[src/rtl/fcsp_pkg.sv]
// ----------------------------------------------------------------------------
// fcsp_pkg
// Shared types, constants and pulse-width conversions for the four-channel
// servo pulse generator.
// ----------------------------------------------------------------------------
package fcsp_pkg;

    localparam int FRAME_TICKS_DEF  = 2000;
    localparam int NUM_CHANNELS_DEF = 4;

    localparam int POS_W      = 11;
    localparam int WIDTH_W    = 8;
    localparam int CHANNEL_W  = 8;
    localparam int AMOUNT_W   = 16;
    localparam int OP_W       = 2;
    localparam int OUT_FIELDS = 4;

    localparam int IN_TDATA_W  = 24;
    localparam int OUT_TDATA_W = 8;

    localparam int MIN_US        = 500;
    localparam int MAX_US        = 2500;
    localparam int US_PER_TICK   = 10;
    localparam int MAX_ANGLE     = 180;
    localparam int RESET_WIDTH   = 150;
    localparam int MIN_TICKS     = MIN_US / US_PER_TICK;

    // floor(x / 10) for x <= 2500 and floor(x / 9) for x <= 1800
    localparam int RECIP_10 = 6554;
    localparam int RECIP_9  = 7282;

    typedef enum logic [OP_W-1:0] {
        OP_TICK      = 2'd0,
        OP_SET_US    = 2'd1,
        OP_SET_ANGLE = 2'd2
    } t_op;

    function automatic logic [WIDTH_W-1:0] us_to_ticks(input logic [AMOUNT_W-1:0] amount);
        logic [11:0] us;
        logic [24:0] prod;
        if (amount < AMOUNT_W'(MIN_US)) begin
            us = 12'(MIN_US);
        end else if (amount > AMOUNT_W'(MAX_US)) begin
            us = 12'(MAX_US);
        end else begin
            us = amount[11:0];
        end
        prod = 25'(us) * 25'(RECIP_10);
        return prod[23:16];
    endfunction

    // 500 + a*2000/180 us, then /10: 50 + floor(a*10/9) ticks
    function automatic logic [WIDTH_W-1:0] angle_to_ticks(input logic [AMOUNT_W-1:0] amount);
        logic [7:0]  angle;
        logic [10:0] scaled;
        logic [23:0] prod;
        if (amount > AMOUNT_W'(MAX_ANGLE)) begin
            angle = 8'(MAX_ANGLE);
        end else begin
            angle = amount[7:0];
        end
        scaled = (11'(angle) << 3) + (11'(angle) << 1);
        prod   = 24'(scaled) * 24'(RECIP_9);
        return WIDTH_W'(MIN_TICKS) + prod[23:16];
    endfunction

endpackage

[src/rtl/four_channel_servo_pwm.sv]
// ----------------------------------------------------------------------------
// four_channel_servo_pwm
// Servo pulse generator: ticks advance a frame counter, set items store a
// channel's pulse width; every item returns the channel levels.
//
//   Port group   Direction  tdata                         tuser
//   s_axis       in         channel[7:0], amount[23:8]    op[1:0]
//   m_axis       out        level_0..level_3 [3:0], 0s    -
//
// One item per clock while m_axis accepts; each item passes the input
// register, then the state update into the result register.
// Conversions are constant-reciprocal multiplies in the update stage.
// Sync reset clears the frame counter and levels and sets every width to 150.
// A stall on m_axis holds both stages; s_axis_tready follows the free slot.
// ----------------------------------------------------------------------------
module four_channel_servo_pwm #(
    parameter int FRAME_TICKS  = fcsp_pkg::FRAME_TICKS_DEF,
    parameter int NUM_CHANNELS = fcsp_pkg::NUM_CHANNELS_DEF
) (
    input  logic                               i_clk,
    input  logic                               i_rst_n,
    input  logic                               s_axis_tvalid,
    output logic                               s_axis_tready,
    input  logic [fcsp_pkg::IN_TDATA_W-1:0]    s_axis_tdata,  // channel, amount
    input  logic [fcsp_pkg::OP_W-1:0]          s_axis_tuser,  // op
    output logic                               m_axis_tvalid,
    input  logic                               m_axis_tready,
    output logic [fcsp_pkg::OUT_TDATA_W-1:0]   m_axis_tdata   // level_0..level_3, pad
);
    import fcsp_pkg::*;

    logic                     r_in_valid;
    logic [OP_W-1:0]          r_in_op;
    logic [CHANNEL_W-1:0]     r_in_channel;
    logic [AMOUNT_W-1:0]      r_in_amount;

    logic                     r_out_valid;
    logic [OUT_TDATA_W-1:0]   r_out_data;

    logic [POS_W-1:0]         r_pos;
    logic [WIDTH_W-1:0]       r_width [NUM_CHANNELS];
    logic [NUM_CHANNELS-1:0]  r_levels;

    logic [POS_W-1:0]         n_pos;
    logic [WIDTH_W-1:0]       n_width [NUM_CHANNELS];
    logic [NUM_CHANNELS-1:0]  n_levels;
    logic [OUT_TDATA_W-1:0]   n_out_data;

    logic                     out_en;
    logic                     in_en;
    logic                     set_en;
    logic [WIDTH_W-1:0]       set_ticks;
    logic [POS_W-1:0]         pos_inc;

    assign out_en        = !r_out_valid || m_axis_tready;
    assign in_en         = !r_in_valid || out_en;
    assign s_axis_tready = in_en;
    assign m_axis_tvalid = r_out_valid;
    assign m_axis_tdata  = r_out_data;

    always_comb begin
        n_pos     = r_pos;
        n_levels  = r_levels;
        n_width   = r_width;
        set_en    = 1'b0;
        set_ticks = us_to_ticks(r_in_amount);
        pos_inc   = r_pos + POS_W'(1);
        case (r_in_op)
            OP_TICK: begin
                if (r_pos == '0) begin
                    n_levels = '1;
                end
                for (int k = 0; k < NUM_CHANNELS; k++) begin
                    if (r_pos == POS_W'(r_width[k])) begin
                        n_levels[k] = 1'b0;
                    end
                end
                n_pos = (pos_inc >= POS_W'(FRAME_TICKS)) ? '0 : pos_inc;
            end
            OP_SET_US: begin
                set_en = 1'b1;
            end
            OP_SET_ANGLE: begin
                set_en    = 1'b1;
                set_ticks = angle_to_ticks(r_in_amount);
            end
            default: begin
                set_en = 1'b0;
            end
        endcase
        for (int k = 0; k < NUM_CHANNELS; k++) begin
            if (set_en && r_in_channel == CHANNEL_W'(k)) begin
                n_width[k] = set_ticks;
            end
        end
        n_out_data = '0;
        for (int j = 0; j < OUT_FIELDS; j++) begin
            if (j < NUM_CHANNELS) begin
                n_out_data[j] = n_levels[j];
            end
        end
    end

    always_ff @(posedge i_clk) begin
        if (!i_rst_n) begin
            r_in_valid  <= 1'b0;
            r_out_valid <= 1'b0;
            r_pos       <= '0;
            r_levels    <= '0;
            for (int k = 0; k < NUM_CHANNELS; k++) begin
                r_width[k] <= WIDTH_W'(RESET_WIDTH);
            end
        end else begin
            if (out_en) begin
                r_out_valid <= r_in_valid;
                if (r_in_valid) begin
                    r_pos    <= n_pos;
                    r_levels <= n_levels;
                    r_width  <= n_width;
                end
            end
            if (in_en) begin
                r_in_valid <= s_axis_tvalid;
            end
        end
    end

    always_ff @(posedge i_clk) begin
        if (in_en) begin
            r_in_op      <= s_axis_tuser;
            r_in_channel <= s_axis_tdata[CHANNEL_W-1:0];
            r_in_amount  <= s_axis_tdata[CHANNEL_W +: AMOUNT_W];
        end
        if (out_en && r_in_valid) begin
            r_out_data <= n_out_data;
        end
    end

endmodule

[config.mk]
export PLATFORM = sky130hd
export DESIGN_NAME = four_channel_servo_pwm
export DESIGN_NICKNAME = d
export VERILOG_FILES = /design/src/rtl/fcsp_pkg.sv /design/src/rtl/four_channel_servo_pwm.sv
export SDC_FILE = /design/constraint.sdc
export NUM_CORES = 1
export LEC_CHECK = 0
export BUFFER_PORTS_ARGS = -buffer_cell sky130_fd_sc_hd__buf_4
export CAP_MARGIN = 10
export CELL_PAD_IN_SITES_DETAIL_PLACEMENT = 1
export CELL_PAD_IN_SITES_GLOBAL_PLACEMENT = 1
export CORE_ASPECT_RATIO = 2
export CORE_MARGIN = 5
export CORE_UTILIZATION = 40
export CTS_BUF_LIST = sky130_fd_sc_hd__clkbuf_2
export DETAILED_ROUTE_END_ITERATION = 10
export PLACE_DENSITY_LB_ADDON = 0.1
export SLEW_MARGIN = 25
export SYNTH_ARGS = -nofsm -noshare
export SYNTH_HDL_FRONTEND = slang
export SYNTH_SLANG_ARGS = --single-unit
[constraint.sdc]
create_clock -name i_clk -period 10.55 [get_ports i_clk]
set_input_delay 0.5275 -clock i_clk [delete_from_list [all_inputs] [get_ports i_clk]]
set_output_delay 0.5275 -clock i_clk [all_outputs]
set_load 0.005 [all_outputs]
==> flow_metrics.tcl <==
set metrics [dict create \
    run_status "finished, final reports clean" \
    placed_cells_incl_taps 1182 \
    slowest_stage_cell_crit_path "sky130_fd_sc_hd__nor3_1" \
    leakage_power_total_nw 4.36 \
    cp_max_fo 9 \
    critical_path.most_common_cell "sky130_fd_sc_hd__fa_1" \
    post_synth_mux_area_share_pct 0.934 \
    setup_violations 0 \
    wl_um 23500 \
    arrival_ns 9.79 \
    rsz0062_at_grt "no" \
    numPortBuffers 35 \
    clock.fmax_ghz 0.108 \
    number_of_enable_type_register_cells_in_the_synthesized_netlist 30 \
    worst_skew_pair.late_latency_ns 0.60 \
    synthesis.area_mm2 0.00857 \
    clk_root_buffer_cell "sky130_fd_sc_hd__clkbuf_2" \
    worstPathRequired_ns 11.05 \
    clk_transition_reported_paths_ns 0.25 \
    dp_hpwl_um 20600 \
    synth_top_cells_by_area "sky130_fd_sc_hd__ha_1 24%, sky130_fd_sc_hd__fa_1 15%, sky130_fd_sc_hd__dfxtp_1 11%" \
    drc 0 \
    synth-seq-area-share_pct 22.0 \
    worst_slew_pin_slew_ns 1.05 \
    layout_commonest_cell "sky130_fd_sc_hd__ha_1" \
    global_route.overflow_total 0 \
    arithmetic_cell_share_of_the_synthesized_area_counting_full_adders_half_adders_and_majority_gates_pct 38.9 \
    initial_antenna_violation_count 1 \
    skew_ns 0.0408 \
    worstSetupEndpointType "flip-flop" \
    holdWs_ns 0.0878 \
    max-clock-path-buffers 2 \
    numClockSinks 79 \
    worstPathBufferInverterCount 4 \
    maxCapViolCount 0 \
    num_io_pins 40 \
    main_combinational_cell_family_by_area_after_synthesis "adder cells" \
    die-area_mm2 0.0246 \
    grt_pass1_wl_um 37700 \
    syn_inst 898 \
    cp_slowest_stage_delay_ns 0.65 \
    crit_path_start_kind "flip-flop" \
    grt_start_max_net_pins 36 \
    dieHeight_um 217 \
    post_synthesis_share_of_cell_area_spent_on_and_or_nand_and_nor_gates_pct 13.7 \
    first_global_vias 7494 \
    fraction_of_the_mapped_netlist_area_in_compound_gates_pct 10.3 \
    finalCritPeriodShare_pct 88.1 \
    globalplace.congestion 0.860 \
    post_cts_resize_count 0 \
    top_ff_cell_synth "sky130_fd_sc_hd__dfxtp_1" \
    drive_above_1_share_pct 7.97 \
    hold_class "input pin to flip-flop" \
    cts_htree_levels 3 \
    drtAntennaViolNets 0 \
    ys_seq_elements 79 \
    cts_hold_buffers 0 \
    num_cts_buffers 9 \
    area.growth.synth_to_final_pct 7.23 \
    cts.repair_timing.setup_buffer_count 0 \
    dr_total_vias 6441 \
    pwr_density_cell_mw_per_mm2 85.3 \
    crit_type "flip-flop to flip-flop" \
    yosys.area_share.xor_xnor_pct 7.49 \
    grt_util_all_layers_pct 19.8 \
    timing.setup.tns_ns 0 \
    stdcell_count 1199 \
    placedInstanceArea_mm2 0.00909 \
    yosysTopAreaCell "sky130_fd_sc_hd__ha_1" \
    start_util_pct 40.8 \
    drt-vias-per-instance 5.37 \
    postSynth.asyncResetShare_pct 0 \
    worst_slew_margin_rel_pct 29.8 \
    placeableCoreArea_mm2 0.0210 \
    synth_warn 0 \
    finalWorstSetupSlack_ns 1.26 \
    violation_count_after_the_first_detailed_route_iteration 170 \
    vdd_drop_max_mv 0.0558 \
    rows 75 \
    synthDistinctLibCells 72 \
    post_route_minimum_period_ns 9.29 \
    preCtsSetupSlack_ns 1.22 \
    yosys.area.top_type_share_pct 23.5 \
    postLayoutCellArea_mm2 0.00919 \
    synth.avg_cell_area_um2 9.54 \
    cts_tree "yes" \
    fin_nets 1181 \
    hold_viol 0 \
    drt_first_pass_iters 4 \
    die_width_um 114 \
    final_max_slew_viol_count 0 \
    crit_family "adder cells" \
    total_power_mw 0.784 \
    detail_route.wl_per_cell_um 19.6 \
    layout_common_cells "161 x sky130_fd_sc_hd__ha_1, 119 x sky130_fd_sc_hd__inv_1, 66 x sky130_fd_sc_hd__fa_1" \
    fillers 2481 \
    layout.core_utilization_pct 43.7 \
]
-- worst register-to-register path: cells and delay by family (launching register included) --
kind / cells / cell delay (ns)
buffers and inverters: 4 / 0.54
DFF: 1 / 0.43
adders and majority gates: 8 / 3.12
AOI/OAI and AO/OA: 12 / 2.35
xor gates and xnor gates: 1 / 0.19
and+or+nand+nor: 8 / 2.58
-- worst paths after layout --
check	depth (start not counted)	slack, ns	from	endpoint
max	33	1.26	r_in_amount[13]$_DFFE_PP_	r_width[15]$_SDFFE_PN1P_
min	1	0.09	s_axis_tdata[5]	r_in_channel[5]$_DFFE_PP_
max reg2reg	33	1.26	r_in_amount[13]$_DFFE_PP_	r_width[15]$_SDFFE_PN1P_
min reg2reg	2	0.49	r_width[14]$_SDFFE_PN0P_	r_width[14]$_SDFFE_PN0P_
-- synthesized netlist by cell type, types with 2 or more instances --
cell	number
sky130_fd_sc_hd__fa_1	66
sky130_fd_sc_hd__and2_1	8
sky130_fd_sc_hd__o21bai_1	2
sky130_fd_sc_hd__a31o_1	2
sky130_fd_sc_hd__dfxtp_1	49
sky130_fd_sc_hd__buf_4	5
sky130_fd_sc_hd__nand2_1	54
sky130_fd_sc_hd__mux2i_1	8
sky130_fd_sc_hd__edfxtp_1	30
sky130_fd_sc_hd__a211oi_1	7
sky130_fd_sc_hd__nand4_1	5
sky130_fd_sc_hd__nor4b_1	3
sky130_fd_sc_hd__or2_2	2
sky130_fd_sc_hd__a21oi_1	33
sky130_fd_sc_hd__o221ai_1	2
sky130_fd_sc_hd__nand2b_1	13
sky130_fd_sc_hd__or4_4	2
sky130_fd_sc_hd__o21ai_1	14
sky130_fd_sc_hd__o21a_1	8
sky130_fd_sc_hd__nor3_1	20
sky130_fd_sc_hd__xnor2_1	21
sky130_fd_sc_hd__or3_1	2
sky130_fd_sc_hd__a21o_1	7
sky130_fd_sc_hd__nand3_1	15
sky130_fd_sc_hd__nor2b_1	6
sky130_fd_sc_hd__nor4_1	14
sky130_fd_sc_hd__clkbuf_1	17
sky130_fd_sc_hd__xor2_1	46
sky130_fd_sc_hd__buf_2	2
sky130_fd_sc_hd__buf_1	2
sky130_fd_sc_hd__inv_1	119
sky130_fd_sc_hd__o21ai_0	22
sky130_fd_sc_hd__nand3b_1	5
sky130_fd_sc_hd__ha_1	161
sky130_fd_sc_hd__nor2_1	63
sky130_fd_sc_hd__and3_1	15
sky130_fd_sc_hd__o211ai_1	2
sky130_fd_sc_hd__a31oi_1	12
-- cell families after synthesis --
kind of cell / Yosys count
multiplexers: 8
other: 1
buffers and inverters: 147
adder cells (fa/ha/maj): 227
AO/OA/AOI/OAI: 132
AND/OR/NAND/NOR: 235
XOR/XNOR: 69
flip-flops: 79
-- cell type report --
| class | instances | area, um^2 | share of cell area, % |
|---|---|---|---|
| clock buffers | 9 | 45.0 | 0.490 |
| multi-input cells | 675 | 6130 | 66.7 |
| well taps | 269 | 337 | 3.66 |
| repair buffers | 38 | 285 | 3.10 |
| inverters | 121 | 454 | 4.94 |
| flip-flops and latches | 79 | 1880 | 20.5 |
| clock inverters | 7 | 55.1 | 0.599 |
| diodes | 1 | 2.50 | 0.0272 |
-- per-layer routing --
metal | GRT usage, % | part of all wire (%) | vias up
met5 | 0 | 0 | -
met4 | 11.0 | 5.7 | 0
met3 | 2.03 | 1.3 | 56
li1 | - | - | 3100
met2 | 42.3 | 62 | 87
met1 | 16.4 | 31 | 3198
-- where the power goes --
part           switching (mW)  internal (mW)  total [mW]
clock network           0.123         0.0334       0.156
registers             0.00746          0.326       0.333
logic                   0.175          0.120       0.295
total                   0.305          0.479       0.784
-- registers in the layout (all words and copies together), names as in the netlist --
name           cells
r_levels           4
r_in_valid         1
m_axis_tvalid      1
m_axis_tdata       4
r_in_channel       8
r_in_op            2
r_pos             11
r_in_amount       16
r_width           32
(Power assumes the default switching activity.)
